`config.mk`:
```
export PLATFORM = sky130hd
export DESIGN_NAME = pcm_band_level_meter_unit
export DESIGN_NICKNAME = d
export VERILOG_FILES = /design/src/hdl/bandlm_pkg.sv /design/src/hdl/bandlm_accum.sv /design/src/hdl/bandlm_scaler.sv /design/src/hdl/pcm_band_level_meter_unit.sv
export SDC_FILE = /design/constraint.sdc
export NUM_CORES = 1
export LEC_CHECK = 0
export BUFFER_PORTS_ARGS = -buffer_cell sky130_fd_sc_hd__buf_4
export CAP_MARGIN = 20
export CORE_ASPECT_RATIO = 2
export CORE_MARGIN = 5
export CORE_UTILIZATION = 40
export CTS_CLUSTER_SIZE = 16
export DETAILED_ROUTE_END_ITERATION = 8
export PLACE_DENSITY = 0.63
export SLEW_MARGIN = 20
export SYNTH_ARGS = -nofsm -noshare
export SYNTH_HDL_FRONTEND = slang
export SYNTH_SLANG_ARGS = --single-unit
export TNS_END_PERCENT = 1
```
`constraint.sdc`:
```
create_clock -name clk -period 6.4 [get_ports clk]
set_input_delay 0.64 -clock clk [delete_from_list [all_inputs] [get_ports clk]]
set_output_delay 0.64 -clock clk [all_outputs]
set_load 0.02 [all_outputs]
```
`src/hdl/bandlm_pkg.sv`:
```
`default_nettype none
// ----------------------------------------------------------------------------
// Band level meter package
// Shared constants, configuration and request types and register clamps.
// ----------------------------------------------------------------------------
package bandlm_pkg;

	localparam int MAX_BANDS       = 64;
	localparam int MAX_BAND_LENGTH = 4096;
	localparam int MAX_CHANNELS    = 8;

	localparam int SAMPLE_W = 16;
	localparam int MAG_W    = 17;
	localparam int SUM_W    = 28;
	localparam int FILL_W   = 13;
	localparam int LEN_W    = 13;
	localparam int CHAN_W   = 4;
	localparam int PHASE_W  = 3;
	localparam int NB_W     = 7;
	localparam int BAND_W   = 6;
	localparam int GAIN_W   = 16;
	localparam int LEVEL_W  = 16;
	localparam int CFG_IDX_W  = 3;
	localparam int CFG_DATA_W = 16;

	// Product width, and quotient width after the divide by 256 is folded in.
	localparam int PROD_W  = SUM_W + GAIN_W;
	localparam int QUO_W   = PROD_W - 8;
	localparam int REM_W   = 12;
	localparam int CNT_W   = 6;

	localparam logic [LEVEL_W-1:0] FULL_SCALE = 16'h8000;

	// Configuration register indexes.
	localparam logic [CFG_IDX_W-1:0] REG_FRAME_CHANNELS = 3'd0;
	localparam logic [CFG_IDX_W-1:0] REG_BAND_LENGTH    = 3'd1;
	localparam logic [CFG_IDX_W-1:0] REG_BANDS_IN_USE   = 3'd2;
	localparam logic [CFG_IDX_W-1:0] REG_BAND_GAIN      = 3'd3;

	// Effective (clamped) configuration.
	typedef struct packed {
		logic [CHAN_W-1:0] chans;
		logic [LEN_W-1:0]  len;
		logic [NB_W-1:0]   nb;
		logic [GAIN_W-1:0] gain;
	} cfg_t;

	// Work that one accepted sample asks of the back end.
	typedef struct packed {
		logic              calc;
		logic [SUM_W-1:0]  sum;
		logic [BAND_W-1:0] band;
		logic              fin;
		logic [NB_W-1:0]   next_index;
	} req_t;

	function automatic logic [CHAN_W-1:0] clamp_chans(input logic [CHAN_W-1:0] v);
		logic [CHAN_W-1:0] r;
		r = v;
		if (v == '0) r = CHAN_W'(1);
		else if (v > CHAN_W'(MAX_CHANNELS)) r = CHAN_W'(MAX_CHANNELS);
		return r;
	endfunction

	function automatic logic [LEN_W-1:0] clamp_len(input logic [LEN_W-1:0] v);
		logic [LEN_W-1:0] r;
		r = v;
		if (v == '0) r = LEN_W'(1);
		else if (v > LEN_W'(MAX_BAND_LENGTH)) r = LEN_W'(MAX_BAND_LENGTH);
		return r;
	endfunction

	function automatic logic [NB_W-1:0] clamp_nb(input logic [NB_W-1:0] v);
		logic [NB_W-1:0] r;
		r = v;
		if (v == '0) r = NB_W'(1);
		else if (v > NB_W'(MAX_BANDS)) r = NB_W'(MAX_BANDS);
		return r;
	endfunction

endpackage
`default_nettype wire

```
`src/hdl/bandlm_accum.sv`:
```
`default_nettype none
// ----------------------------------------------------------------------------
// Band level meter sample intake
// Picks channel zero of each frame, accumulates magnitudes per band and
// decides which band, if any, an accepted sample closes.
// ----------------------------------------------------------------------------
module bandlm_accum
	import bandlm_pkg::*;
(
	input  wire logic                clk,
	input  wire logic                arst_n,
	input  wire cfg_t                cfg,
	input  wire logic                accept,
	input  wire logic [SAMPLE_W-1:0] sample,
	input  wire logic                last,
	output req_t                     req
);

	logic [PHASE_W-1:0] phase_q;
	logic [SUM_W-1:0]   sum_q;
	logic [FILL_W-1:0]  fill_q;
	logic [NB_W-1:0]    idx_q;

	logic [MAG_W-1:0]   mag;
	logic               take;
	logic [SUM_W-1:0]   sum_a;
	logic [FILL_W-1:0]  fill_t;
	logic [FILL_W-1:0]  fill_a;
	logic               full;
	logic               partial;
	logic [CHAN_W-1:0]  phase_p1;

	always_comb begin
		mag = sample[SAMPLE_W-1] ? (MAG_W'(17'h10000) - {1'b0, sample}) : {1'b0, sample};
		take = (phase_q == '0) && (idx_q < cfg.nb);
		fill_t = fill_q + FILL_W'(1);
		if (take) begin
			sum_a  = sum_q + SUM_W'(mag);
			fill_a = fill_t;
		end else begin
			sum_a  = sum_q;
			fill_a = fill_q;
		end
		full = take && (fill_t >= cfg.len);
		// A buffer that ends inside a band still reports the band it began.
		partial = last && !full && (idx_q < cfg.nb) && (fill_a != '0);
		phase_p1 = CHAN_W'(phase_q) + CHAN_W'(1);

		req.calc       = full || partial;
		req.sum        = sum_a;
		req.band       = idx_q[BAND_W-1:0];
		req.fin        = ((idx_q + NB_W'(1)) == cfg.nb);
		req.next_index = req.calc ? (idx_q + NB_W'(1)) : idx_q;
	end

	always_ff @(posedge clk or negedge arst_n) begin
		if (!arst_n) begin
			phase_q <= '0;
			sum_q   <= '0;
			fill_q  <= '0;
			idx_q   <= '0;
		end else if (accept) begin
			if (last) begin
				phase_q <= '0;
				sum_q   <= '0;
				fill_q  <= '0;
				idx_q   <= '0;
			end else begin
				phase_q <= (phase_p1 >= cfg.chans) ? '0 : phase_p1[PHASE_W-1:0];
				if (full) begin
					sum_q  <= '0;
					fill_q <= '0;
					idx_q  <= idx_q + NB_W'(1);
				end else begin
					sum_q  <= sum_a;
					fill_q <= fill_a;
				end
			end
		end
	end

endmodule
`default_nettype wire

```
`src/hdl/bandlm_scaler.sv`:
```
`default_nettype none
// ----------------------------------------------------------------------------
// Band level meter scaler
// Bit-serial shift-add multiply by the gain, then a restoring divide by the
// band length one quotient bit per cycle, then saturation at full scale.
// ----------------------------------------------------------------------------
module bandlm_scaler
	import bandlm_pkg::*;
(
	input  wire logic               clk,
	input  wire logic               arst_n,
	input  wire logic               start,
	input  wire logic [SUM_W-1:0]   sum,
	input  wire logic [GAIN_W-1:0]  gain,
	input  wire logic [LEN_W-1:0]   len,
	input  wire logic               take,
	output logic                    done,
	output logic [LEVEL_W-1:0]      level
);

	typedef enum logic [3:0] {
		SC_IDLE = 4'b0001,
		SC_MUL  = 4'b0010,
		SC_DIV  = 4'b0100,
		SC_DONE = 4'b1000
	} sc_state_t;

	sc_state_t          state_q;
	logic [CNT_W-1:0]   cnt_q;
	logic [PROD_W-1:0]  w_q;
	logic [SUM_W-1:0]   mcand_q;
	logic [LEN_W-1:0]   len_q;
	logic [REM_W-1:0]   rem_q;

	logic [SUM_W:0]     hi_add;
	logic [PROD_W-1:0]  w_mul;
	logic [REM_W:0]     trial;
	logic               ge;
	logic               sat;

	always_comb begin
		hi_add = {1'b0, w_q[PROD_W-1:GAIN_W]} + (w_q[0] ? {1'b0, mcand_q} : '0);
		w_mul  = {hi_add, w_q[GAIN_W-1:1]};
		trial  = {rem_q, w_q[QUO_W-1]};
		ge     = (trial >= len_q);
		// The quotient exceeds full scale when any bit above 15 is set, or it is
		// 32768 plus something.
		sat    = (w_q[QUO_W-1:LEVEL_W] != '0)
			|| (w_q[LEVEL_W-1] && (w_q[LEVEL_W-2:0] != '0));
		level  = sat ? FULL_SCALE : w_q[LEVEL_W-1:0];
		done   = (state_q == SC_DONE);
	end

	always_ff @(posedge clk or negedge arst_n) begin
		if (!arst_n) begin
			state_q <= SC_IDLE;
			cnt_q   <= '0;
		end else begin
			unique case (state_q)
				SC_IDLE: begin
					if (start) begin
						state_q <= SC_MUL;
						cnt_q   <= CNT_W'(GAIN_W - 1);
					end
				end
				SC_MUL: begin
					if (cnt_q == '0) begin
						state_q <= SC_DIV;
						cnt_q   <= CNT_W'(QUO_W - 1);
					end else begin
						cnt_q <= cnt_q - CNT_W'(1);
					end
				end
				SC_DIV: begin
					if (cnt_q == '0) state_q <= SC_DONE;
					else cnt_q <= cnt_q - CNT_W'(1);
				end
				SC_DONE: begin
					if (take) state_q <= SC_IDLE;
				end
				default: state_q <= SC_IDLE;
			endcase
		end
	end

	// Datapath registers carry no reset.
	always_ff @(posedge clk) begin
		case (state_q)
			SC_IDLE: begin
				if (start) begin
					w_q     <= {{SUM_W{1'b0}}, gain};
					mcand_q <= sum;
					len_q   <= len;
				end
			end
			SC_MUL: begin
				if (cnt_q == '0) begin
					// Drop the eight fraction bits of the Q8.8 gain here.
					w_q   <= {8'b0, w_mul[PROD_W-1:8]};
					rem_q <= '0;
				end else begin
					w_q <= w_mul;
				end
			end
			SC_DIV: begin
				rem_q <= ge ? REM_W'(trial - REM_W'(len_q)) : trial[REM_W-1:0];
				w_q[QUO_W-1:0] <= {w_q[QUO_W-2:0], ge};
			end
			default: begin
			end
		endcase
	end

endmodule
`default_nettype wire

```
`src/hdl/pcm_band_level_meter_unit.sv`:
```
`default_nettype none
// ----------------------------------------------------------------------------
// PCM band level meter
// Block-average level meter over interleaved 16-bit PCM samples.
// ----------------------------------------------------------------------------
// Each input transaction carries one interleaved sample; tlast marks the last
// sample of a buffer. A sample that does not close a band and does not end
// the buffer leaves the input ready for the next. A sample that closes a band
// holds off the next sample while the bit-serial scaler runs its 16 multiply
// steps by the gain and 36 restoring divide steps by the band length, and
// longer while the output register still holds an earlier level. At buffer
// end, the bands not yet begun come out as zero levels at one per cycle
// while the output is taken. A result register sits on the output, so the
// next sample is taken while a level still waits there.
// ----------------------------------------------------------------------------
module pcm_band_level_meter_unit
	import bandlm_pkg::*;
(
	input  wire logic        clk,
	input  wire logic        arst_n,
	// Sample stream.
	input  wire logic        s_tvalid,
	output logic             s_tready,
	input  wire logic [15:0] s_tdata,   // [15:0] pcm_sample
	input  wire logic        s_tlast,   // buffer_end
	// Band level stream.
	output logic             m_tvalid,
	input  wire logic        m_tready,
	output logic [23:0]      m_tdata,   // [15:0] band_level, [21:16] band_number
	output logic             m_tlast,   // final_band
	// Configuration writes.
	input  wire logic        cfg_valid,
	output logic             cfg_ready,
	input  wire logic [2:0]  cfg_index,
	input  wire logic [15:0] cfg_data
);

	typedef enum logic [2:0] {
		ST_IDLE  = 3'b001,
		ST_CALC  = 3'b010,
		ST_ZFILL = 3'b100
	} state_t;

	state_t              state_q;
	logic [CHAN_W-1:0]   frame_channels_q;
	logic [LEN_W-1:0]    band_length_q;
	logic [NB_W-1:0]     bands_in_use_q;
	logic [GAIN_W-1:0]   band_gain_q;

	logic [BAND_W-1:0]   band_q;
	logic                fin_q;
	logic                zfill_pend_q;
	logic [NB_W-1:0]     zf_idx_q;

	logic                out_valid_q;
	logic [LEVEL_W-1:0]  out_level_q;
	logic [BAND_W-1:0]   out_band_q;
	logic                out_fin_q;

	cfg_t                cfg;
	req_t                req;
	logic                accept;
	logic                out_free;
	logic                sc_done;
	logic [LEVEL_W-1:0]  sc_level;
	logic                load_lvl;
	logic                load_zero;
	logic                zf_more;

	assign cfg_ready = 1'b1;
	assign cfg.chans = clamp_chans(frame_channels_q);
	assign cfg.len   = clamp_len(band_length_q);
	assign cfg.nb    = clamp_nb(bands_in_use_q);
	assign cfg.gain  = band_gain_q;

	assign s_tready  = (state_q == ST_IDLE);
	assign accept    = s_tvalid && s_tready;
	assign out_free  = !out_valid_q || m_tready;
	assign zf_more   = (zf_idx_q < cfg.nb);
	assign load_lvl  = (state_q == ST_CALC) && sc_done && out_free;
	assign load_zero = (state_q == ST_ZFILL) && zf_more && out_free;

	assign m_tvalid = out_valid_q;
	assign m_tdata  = {2'b00, out_band_q, out_level_q};
	assign m_tlast  = out_fin_q;

	bandlm_accum u_accum (
		.clk    (clk),
		.arst_n (arst_n),
		.cfg    (cfg),
		.accept (accept),
		.sample (s_tdata),
		.last   (s_tlast),
		.req    (req)
	);

	bandlm_scaler u_scaler (
		.clk    (clk),
		.arst_n (arst_n),
		.start  (accept && req.calc),
		.sum    (req.sum),
		.gain   (cfg.gain),
		.len    (cfg.len),
		.take   (load_lvl),
		.done   (sc_done),
		.level  (sc_level)
	);

	always_ff @(posedge clk or negedge arst_n) begin
		if (!arst_n) begin
			frame_channels_q <= CHAN_W'(2);
			band_length_q    <= LEN_W'(16);
			bands_in_use_q   <= NB_W'(32);
			band_gain_q      <= GAIN_W'(256);
		end else if (cfg_valid && cfg_ready) begin
			unique case (cfg_index)
				REG_FRAME_CHANNELS: frame_channels_q <= cfg_data[CHAN_W-1:0];
				REG_BAND_LENGTH:    band_length_q    <= cfg_data[LEN_W-1:0];
				REG_BANDS_IN_USE:   bands_in_use_q   <= cfg_data[NB_W-1:0];
				REG_BAND_GAIN:      band_gain_q      <= cfg_data[GAIN_W-1:0];
				default: begin
				end
			endcase
		end
	end

	always_ff @(posedge clk or negedge arst_n) begin
		if (!arst_n) begin
			state_q      <= ST_IDLE;
			zfill_pend_q <= 1'b0;
			zf_idx_q     <= '0;
		end else begin
			unique case (state_q)
				ST_IDLE: begin
					if (accept) begin
						zfill_pend_q <= s_tlast;
						zf_idx_q     <= req.next_index;
						if (req.calc) state_q <= ST_CALC;
						else if (s_tlast) state_q <= ST_ZFILL;
					end
				end
				ST_CALC: begin
					if (load_lvl) state_q <= zfill_pend_q ? ST_ZFILL : ST_IDLE;
				end
				ST_ZFILL: begin
					if (!zf_more) state_q <= ST_IDLE;
					else if (load_zero) zf_idx_q <= zf_idx_q + NB_W'(1);
				end
				default: state_q <= ST_IDLE;
			endcase
		end
	end

	always_ff @(posedge clk) begin
		if (accept && req.calc) begin
			band_q <= req.band;
			fin_q  <= req.fin;
		end
	end

	always_ff @(posedge clk or negedge arst_n) begin
		if (!arst_n) begin
			out_valid_q <= 1'b0;
		end else if (load_lvl || load_zero) begin
			out_valid_q <= 1'b1;
		end else if (m_tready) begin
			out_valid_q <= 1'b0;
		end
	end

	always_ff @(posedge clk) begin
		if (load_lvl) begin
			out_level_q <= sc_level;
			out_band_q  <= band_q;
			out_fin_q   <= fin_q;
		end else if (load_zero) begin
			out_level_q <= '0;
			out_band_q  <= zf_idx_q[BAND_W-1:0];
			out_fin_q   <= ((zf_idx_q + NB_W'(1)) == cfg.nb);
		end
	end

endmodule
`default_nettype wire
```
# Word level (Yosys, flattened, before mapping)
# Index checks and enable logic that the tools add are counted.
# word_totals
word_cells,167
ff_bits,240
# classes
n_addsub,9
mux,55
reduce_logical,48
magnitude_cmp,8
eq_ne,23
# ops
op,count
2-to-1 mux 28 bit,4
one-hot mux 36 bit (3 select lines),1
2-to-1 mux 44 bit,2
2-to-1 mux 13 bit,5
2-to-1 mux 7 bit,8
2-to-1 mux 16 bit,3
2-to-1 mux 6 bit,5
adder 28 x 29 -> 29 bit,1
adder 28 x 17 -> 28 bit,1
greater-or-equal comparator 13 bit,2
2-to-1 mux 12 bit,2
2-to-1 mux 3 bit,8
2-to-1 mux 4 bit,6
one-hot mux 12 bit (2 select lines),1
AND reduction 2 bit,10
nonzero test 20 bit,1
one-hot mux 6 bit (3 select lines),1
2-to-1 mux 17 bit,1
subtractor 17 x 16 -> 17 bit (first input constant),1
one-hot mux 4 bit (4 select lines),1
one-hot mux 8 bit (2 select lines),1
nonzero test 15 bit,1
adder 7 x 1 -> 7 bit (second input constant),2
equality test 7 bit,2
other kinds (35),73

# Logic depth before layout (Yosys ltp)
# Gate-level depths: netlist (run 1).
# logic_depth
depth_word,14
mapped_depth,16
mapped_depth_nobuf,16

# Modules after synthesis
# Synthesis (run 1) repeated with hierarchy kept, for this count alone.
# hier_totals
cells_unflattened,1680
area_unflattened_um2,16074.2
# modules_own_cells
module,area_each_um2,cells_each,instances
bandlm_scaler,6830.3,690,1
bandlm_accum,5288.8,667,1
pcm_band_level_meter_unit,3955.0,323,1

# Worst setup path before layout (run 1)
# No wires, ideal clock.
# synth_path
kind,flip-flop to flip-flop
start,reg bands_in_use_q[6]
end,reg u_scaler.cnt_q[4]
setup_slack_ps,1666
stages_incl_launch_ff,14
required_ps,6187
period_less_slack_ps,4734
t_arrival_ps,4520
n_path_buf,2
path_cell_list,dfrtp_1 inv_1 nand2_1 ha_1 a21oi_1 a21oi_1 or3_1 buf_2 nor3_1 and2_1 buf_2 o2111ai_2 nor3_2 o22ai_1
# synth_between
elab_chain_cells,14
word_cells_on_any_way,17
cone_classes,order compare (2); eq/ne (1); mux (3); reduce/logical (11)
# synth_rtl
item,line,source
from (decl),pcm_band_level_meter_unit.sv:47,logic [NB_W-1:0] bands_in_use_q;
from (signal assigned),pcm_band_level_meter_unit.sv:119,REG_BANDS_IN_USE: bands_in_use_q <= cfg_data[NB_W-1:0];
greater-than comparator 7 bit,bandlm_pkg.sv:77,else if (v > NB_W'(MAX_BANDS)) r = NB_W'(MAX_BANDS);
2-to-1 mux 7 bit,bandlm_pkg.sv:77,
2-to-1 mux 7 bit *,bandlm_pkg.sv:76,if (v == '0) r = NB_W'(1);
< comparator 7 bit *,"bandlm_accum.sv:35, bandlm_accum.sv:46",
"parallel branches: the longest is 6 deep, another holds 2-to-1 mux 13 bit",-,
logical OR 1 bit *,bandlm_accum.sv:49,req.calc = full || partial;
logical AND 1 bit *,pcm_band_level_meter_unit.sv:100,".start (accept && req.calc),"
inequality test 2 x 1 -> 1 bit (no line) *,-,
AND reduction 3 bit (no line) *,-,
to (signal assigned),bandlm_scaler.sv:63,cnt_q <= CNT_W'(GAIN_W - 1);
to (signal assigned),bandlm_scaler.sv:69,cnt_q <= CNT_W'(QUO_W - 1);
to (signal assigned),bandlm_scaler.sv:71,cnt_q <= cnt_q - CNT_W'(1);
to (decl),bandlm_scaler.sv:29,logic [CNT_W-1:0] cnt_q;
# Every way passes the cells marked *.
# A chain may end at the register's enable or synchronous reset.

# Worst setup path in the final report (run 1)
# layout_path
start,reg bands_in_use_q[6]
end,"reg u_scaler.w_q[34], enable pin"
# layout_between
elab_chain_cells,14
word_cells_on_any_way,17
cone_classes,order compare (2); eq/ne (1); mux (3); reduce/logical (11)
# layout_rtl
item,line,source
greater-than comparator 7 bit,bandlm_pkg.sv:77,
2-to-1 mux 7 bit,bandlm_pkg.sv:77,
2-to-1 mux 7 bit *,bandlm_pkg.sv:76,
< comparator 7 bit *,"bandlm_accum.sv:35, bandlm_accum.sv:46",
"parallel branches: the longest is 6 deep, another holds 2-to-1 mux 13 bit",-,
logical OR 1 bit *,bandlm_accum.sv:49,
logical AND 1 bit *,pcm_band_level_meter_unit.sv:100,
inequality test 2 x 1 -> 1 bit (no line) *,-,
AND reduction 2 bit (no line) *,-,
to (signal assigned),bandlm_scaler.sv:91,"w_q <= {{SUM_W{1'b0}}, gain};"
to (signal assigned),bandlm_scaler.sv:99,"w_q <= {8'b0, w_mul[PROD_W-1:8]};"
to (signal assigned),bandlm_scaler.sv:102,w_q <= w_mul;
to (decl),bandlm_scaler.sv:30,logic [PROD_W-1:0] w_q;
# Marks and branches as above.

==> results of run 1 <==
-- metal layers --
layer	wire length, um	track usage, %	up-vias
li1	-	-	5697
met1	14770	19.65	5624
met2	21720	36.27	311
met3	1424	1.961	113
met4	2194	10.10	0
met5	0	0	-
-- flip-flops by register name, indices dropped and copies added (netlist names), 12 cells and up --
register,flops
u_scaler.mcand_q,28
u_accum.fill_q,13
out_level_q,16
band_length_q,13
u_scaler.len_q,13
u_accum.sum_q,28
u_scaler.w_q,44
band_gain_q,16
u_scaler.rem_q,12
-- cells in the final DEF (no fill, tap or decap), types with 6 or more instances in the layout --
| cell | synthesis | layout |
|---|---|---|
| and3_1 | 25 | 25 |
| edfxtp_1 | 127 | 127 |
| a22o_1 | 19 | 19 |
| a22oi_1 | 6 | 6 |
| o21a_1 | 9 | 9 |
| dfstp_2 | 6 | 6 |
| a21o_1 | 23 | 23 |
| o21bai_1 | 9 | 9 |
| mux2i_1 | 17 | 17 |
| a31oi_1 | 19 | 19 |
| nor3_1 | 28 | 28 |
| buf_4 | 5 | 88 |
| mux2_2 | 46 | 46 |
| inv_1 | 62 | 62 |
| a211oi_1 | 19 | 19 |
| nor2b_1 | 15 | 15 |
| nand3_1 | 43 | 43 |
| or3_1 | 8 | 8 |
| xnor2_1 | 73 | 73 |
| a221o_1 | 14 | 14 |
| ha_1 | 96 | 96 |
| xor2_1 | 27 | 27 |
| nand2_1 | 173 | 172 |
| o22ai_1 | 7 | 7 |
| dfrtp_1 | 107 | 107 |
| o31ai_1 | 19 | 19 |
| o21ai_0 | 106 | 106 |
| nor2_1 | 91 | 91 |
| nor4_1 | 18 | 18 |
| o221ai_1 | 7 | 7 |
| clkbuf_16 | 0 | 23 |
| nand2b_1 | 18 | 18 |
| nand4_1 | 12 | 12 |
| and2_1 | 51 | 51 |
| a21oi_1 | 79 | 79 |
-- stage by stage --
stage                     setup WS, ns  hold WS, ns  total power [uW]
after floorplan                  1.666       0.3444              4037
after global placement           1.688       0.4567              4769
after detailed placement         1.595       0.4628              4817
after CTS                        1.552       0.2170              6161
after global routing             1.245       0.2587              6511
final                            1.555       0.1876              6125
-- area by class of cell --
class / instances / area share, %
multi-input cells: 1163 / 47.36
clock inverters: 10 / 0.4911
well taps: 459 / 3.416
clock buffers: 30 / 3.758
repair buffers: 89 / 4.048
flip-flops and latches: 240 / 39.54
inverters: 62 / 1.384
-- final timing paths --
check	from	slack, ns	end
min in group clk	cfg_data[14]	0.34	band_gain_q[14]$_DFFE_PN0P_
hold reg to reg	band_length_q[12]$_DFFE_PN0P_	0.48	u_scaler.len_q[12]$_DFFE_PP_
setup / recovery	bands_in_use_q[6]$_DFFE_PN0P_	1.55	u_scaler.w_q[34]$_DFFE_PP_
max in group asynchronous	arst_n	4.94	u_accum.phase_q[0]$_DFFE_PN0P_
setup reg to reg	bands_in_use_q[6]$_DFFE_PN0P_	1.55	u_scaler.w_q[34]$_DFFE_PP_
hold / removal	arst_n	0.19	band_gain_q[15]$_DFFE_PN0P_
-- kinds of logic after synthesis --
family                   synth area share [%]
flip-flops                              44.07
AO/OA/AOI/OAI                           16.56
AND/OR/NAND/NOR                         17.10
other                                 0.04978
XOR/XNOR                                5.955
multiplexers                            4.562
adder cells (fa/ha/maj)                 8.360
buffers and inverters                   3.334
-- critical path: cells and delay by family (launching register included) --
family / cells / cell delay (ns)
simple gates: 5 / 1.67
buf+inv: 3 / 1.00
compound gates: 4 / 0.80
flops: 1 / 0.44
fa+ha+maj: 1 / 0.33
mux: 1 / 0.27
-- power by group --
part / switching [uW] / internal (uW) / total, uW
Sequential: 257 / 2030 / 2290
Combinational: 1510 / 994 / 2510
Clock: 595 / 735 / 1330
==> impl_metrics.yaml, run 1 <==
placed_design:
  post-dp-hpwl_mm: 30.95
  gp_congestion: 0.9163
  place_area_um2: 16090
  place_inst: 2012
  port_buffers: 65
worst_setup_path:
  critical_path_class: "reg2reg"
  crit_fanout: 25
  r2r_cells: 14
  end_kind: "flop"
  path_cells: "inv_1 -> nand2_1 -> ha_1 -> a21oi_1 -> a21boi_0 -> nor3_4 -> buf_4 -> mux2i_1 -> a22oi_2 -> and3_4 -> o21ai_4 -> nand3_1 -> nand2_1 -> buf_4"
  worstPathRequired_ns: 6.61
  slowest_stage: "nand2_1"
  slowest_delay_ns: 0.66
  crit_arrival_ns: 5.05
  cp-start-kind: "flop"
synthesis:
  synth_most_common_cell: "nand2_1"
  ys_top_cells_by_area: "edfxtp_1 (25%), dfrtp_1 (18%), ha_1 (8.0%)"
  synth_cell_type_count: 83
  yosys-top-cells-count: "nand2_1 (173), edfxtp_1 (127), dfrtp_1 (107), o21ai_0 (106), ha_1 (96)"
  postSynthCellCount: 1528
  syn_area_um2: 15090
  netlist.area_leader.share_pct: 25.28
  synth-seq-cells: 240
  avgSynthCellArea_um2: 9.873
  synth-edff-count: 127
  yosysTopAreaCell: "edfxtp_1"
  async_flop_share_pct: 47.08
  yosys_most_used_dff: "edfxtp_1"
  yosysSeqAreaShare_pct: 44.07
  yosysWarningCount: 0
route:
  first_pass_iters: 5
  routed_wl_mm: 40.11
  viasPerCell: 5.721
  vias: 11745
  drt-wirelength-per-cell_um: 19.54
  drcViolationCount: 0
  detail-route-antenna-nets: 0
  drt_iter0_drc: 674
finish:
  area_growth_pct: 11.45
  final-seq-area_um2: 6649
  final_nets: 1718
  fin_cells: 2053
  n_fill_cell: 3552
  multiInputGateArea_um2: 7963
  drive_gt1_share_pct: 12.23
  final_util_pct: 45.09
  final_area_um2: 16810
  diodes: 0
clock_network:
  root_buffer: "clkbuf_16"
  cts.sinks: 240
  h-tree-depth: 1
  cts_hold_buf: 0
  clockBufferDepth: 3
  cts_setup_buffers: 0
  cts-resized-gates: 0
  cts_buffers: 22
  clk_pin_slew_ns: 0.07
  insertion_delay_ns: 0.53
  cts_tree: "built"
die:
  die-area_um2: 41930
  core_um2: 37290
  start_util_pct: 40.46
  num_rows: 100
  die_y_um: 284.6
  io_pins: 69
  die_w_um: 147.3
pwr:
  power_leakage_uw: 0.007079
  power_density_nw_per_um2: 364.3
  vdd_ir_drop_max_v: 0.0001482
sta:
  setup_viol: 0
  finalCritPeriodShare_pct: 75.71
  max_freq_mhz: 206.4
  hold_violations: 0
  tightest_slew_ns: 1.039
  slew_viol_final: 0
  rsz0062_at_grt: "no"
  finalCriticalPeriod_ns: 4.845
  setup_tns_ns: 0
  slew_headroom_pct: 30.75
  skew_ns: 0.01746
grt:
  gr-total-overflow: 0
  grt.total_usage_pct: 18.83
  antenna_found_initial: 0
  grt_pass1_vias: 12135
  grt_max_degree: 59
  grt_pass1_wl_mm: 63.74
flow_run:
  max-cap-violations: 0
run_status:
  outcome: "completed"
min_path:
  hold_class: "in2async"
(Power assumes the default switching activity.)
==> inputs of run 2 (changes only) <==
--- a/config.mk
+++ b/config.mk
@@ -12,7 +12,7 @@
 export CORE_UTILIZATION = 40
 export CTS_CLUSTER_SIZE = 16
 export DETAILED_ROUTE_END_ITERATION = 8
-export PLACE_DENSITY = 0.63
+export PLACE_DENSITY = 0.65
 export SLEW_MARGIN = 20
 export SYNTH_ARGS = -nofsm -noshare
 export SYNTH_HDL_FRONTEND = slang
==> constraint.sdc (replaced) <==
create_clock -name clk -period 4.06 [get_ports clk]
set_input_delay 0.406 -clock clk [delete_from_list [all_inputs] [get_ports clk]]
set_output_delay 0.406 -clock clk [all_outputs]
set_load 0.02 [all_outputs]
==> impl_metrics.yaml, run 2 (same netlist as run 1, synthesis figures left out) <==
worst_setup_path:
  end_kind: "flop"
  crit_arrival_ns: 4.10
  r2r_start: "u_scaler.w_q[0]$_DFFE_PP_"
  crit_fanout: 4
  r2r_slack_ns: 0.24
  crit_start: "u_scaler.w_q[0]$_DFFE_PP_"
  worstPathRequired_ns: 4.34
  critical_path_class: "reg2reg"
  r2r_cells: 12
  cp-start-kind: "flop"
  reg2reg_to: "u_scaler.w_q[29]$_DFFE_PP_"
finish:
  final-seq-area_um2: 6649
  multiInputGateArea_um2: 7978
  drive_gt1_share_pct: 14.05
  top_regs: "u_scaler.w_q: 44 flops, u_accum.sum_q: 28 flops, u_scaler.mcand_q: 28 flops"
  largest_register: "u_scaler.w_q"
  final_cell_mix: "nand2_1 (173), edfxtp_1 (127), buf_4 (112), dfrtp_1 (107), o21ai_0 (105)"
  diodes: 0
  final_common_cell: "nand2_1"
  fin_cells: 2082
  n_fill_cell: 3533
  largest_reg_flops: 44
  final_nets: 1746
  area_growth_pct: 13.27
grt:
  grt_max_degree: 64
  gr-total-overflow: 0
  grt_pass1_wl_mm: 64.91
  grt.total_usage_pct: 19.15
  grt_pass1_vias: 12421
  antenna_found_initial: 0
die:
  io_pins: 69
  num_rows: 100
  die_w_um: 147.3
  die_y_um: 284.6
  core_um2: 37290
  start_util_pct: 40.46
  die-area_um2: 41930
clock_network:
  cts_buffers: 23
  cts_tree: "built"
  insertion_delay_ns: 0.55
  cts.sinks: 240
  h-tree-depth: 1
  clockBufferDepth: 3
  clk_pin_slew_ns: 0.07
  root_buffer: "clkbuf_16"
pwr:
  p_int_uw: 6045
  p_sw_uw: 3819
  vdd_ir_drop_max_v: 0.0002740
  combPwrFrac_pct: 41.2
  clkPwrFrac_pct: 22.2
  p_seq_share_pct: 36.6
  power_leakage_uw: 0.007245
  p_sw_share_pct: 38.71
  power_density_nw_per_um2: 577.3
route:
  drcViolationCount: 0
  drt_iter0_drc: 612
  routed_wl_mm: 40.90
  vias: 12031
  first_pass_iters: 5
  drt-wirelength-per-cell_um: 19.64
  viasPerCell: 5.779
  detail-route-antenna-nets: 0
placed_design:
  post-place-ws_ns: -0.05008
  place_inst: 2036
  gp_congestion: 0.8912
  post-dp-hpwl_mm: 31.38
  port_buffers: 65
sta:
  skew_ns: 0.02060
  finalCriticalPeriod_ns: 3.819
  hold_violations: 0
  finalCritPeriodShare_pct: 94.05
  setup_ws_ns: 0.2415
  tightest_slew_ns: 0.8670
  setup_viol: 0
  slew_headroom_pct: 41.38
  slew_viol_final: 0
  rsz0062_at_grt: "no"
  hold_ws_ns: 0.07941
  max_freq_mhz: 261.9
run_status:
  outcome: "completed"
min_path:
  holdPathEnd: "band_gain_q[13]$_DFFE_PN0P_"
  whs_path_depth: 2
  hold_class: "in2reg"
  holdCritStartpoint: "cfg_data[13]"
flow_run:
  max-cap-violations: 0
run 2: changes by cell type in the layout (fill, tap and decap cells not counted), sizes merged:
cell	delta
buf	+26
inv	+2
clkbuf	+1
clkinvlp	-1
dlygate4sd3	+1
run 2: repair_timing:
item	4_1_cts	5_1_grt
hold buffers	1	0
resized for setup	0	3
setup endpoints to repair	0	36
buffers inserted	0	2
endpoints found under the hold margin	46	0
run 2: worst max-delay path by stage:
| stage | end | slack, ns | cells after the start |
|---|---|---|---|
| final | u_scaler.w_q[29]$_DFFE_PP_ | 0.24 | 12 |
| after global routing | u_scaler.w_q[21]$_DFFE_PP_ | 0.03 | 13 |
| after CTS | u_scaler.w_q[24]$_DFFE_PP_ | 0.13 | 13 |
| after detailed placement | u_scaler.mcand_q[26]$_DFFE_PP_ | -0.05 | 16 |
| after global placement | u_scaler.mcand_q[20]$_DFFE_PP_ | 0.04 | 16 |
| after floorplan | u_scaler.len_q[0]$_DFFE_PP_ | 0.03 | 13 |
run 2: routing by layer:
layer	global-route usage, %	part of all wire (%)	vias up
met5	0	0	-
met1	19.43	36	5843
li1	-	-	5735
met4	10.90	6.1	0
met2	37.26	55	323
met3	1.897	3.3	130
run 2: final cells by class:
type | count | share of cell area, %
multi-input combinational | 1163 | 46.69
sequential | 240 | 38.91
timing repair buffer | 116 | 5.279
clock buffer | 31 | 3.778
tap | 459 | 3.361
inverter | 62 | 1.362
clock inverter | 11 | 0.6224
run 2: through the flow:
| step | TNS [ns] | power, uW | area [um2] | util, % |
|---|---|---|---|---|
| after global placement | 0 | 7559 | 16290 | 43.70 |
| after global routing | 0 | 10450 | 17090 | 45.83 |
| after CTS | 0 | 9895 | 17060 | 45.74 |
| after floorplan | 0 | 6375 | 15110 | - |
| after detailed placement | -0.1500 | 7683 | 16290 | 43.70 |
| final | 0 | 9864 | 17090 | 45.83 |
run 2: power groups by stage:
stage	clock, uW	sequential, uW	combinational (uW)
after global routing	2320	3670	4460
after CTS	2230	3610	4050
final	2190	3610	4060
after floorplan	0	3520	2850
after detailed placement	0	3660	4030
after global placement	0	3640	3920
run 2: worst max-delay path, cell delays in order, from the launching register on:
cell	delay, ns
edfxtp_1	0.43
and2_1	0.17
ha_1	0.22
fa_1	0.44
a211oi_1	0.29
nor2_1	0.12
o311a_1	0.35
a31oi_1	0.34
o31ai_1	0.25
a31oi_1	0.29
o21ai_0	0.15
xnor2_1	0.35
o221ai_1	0.16
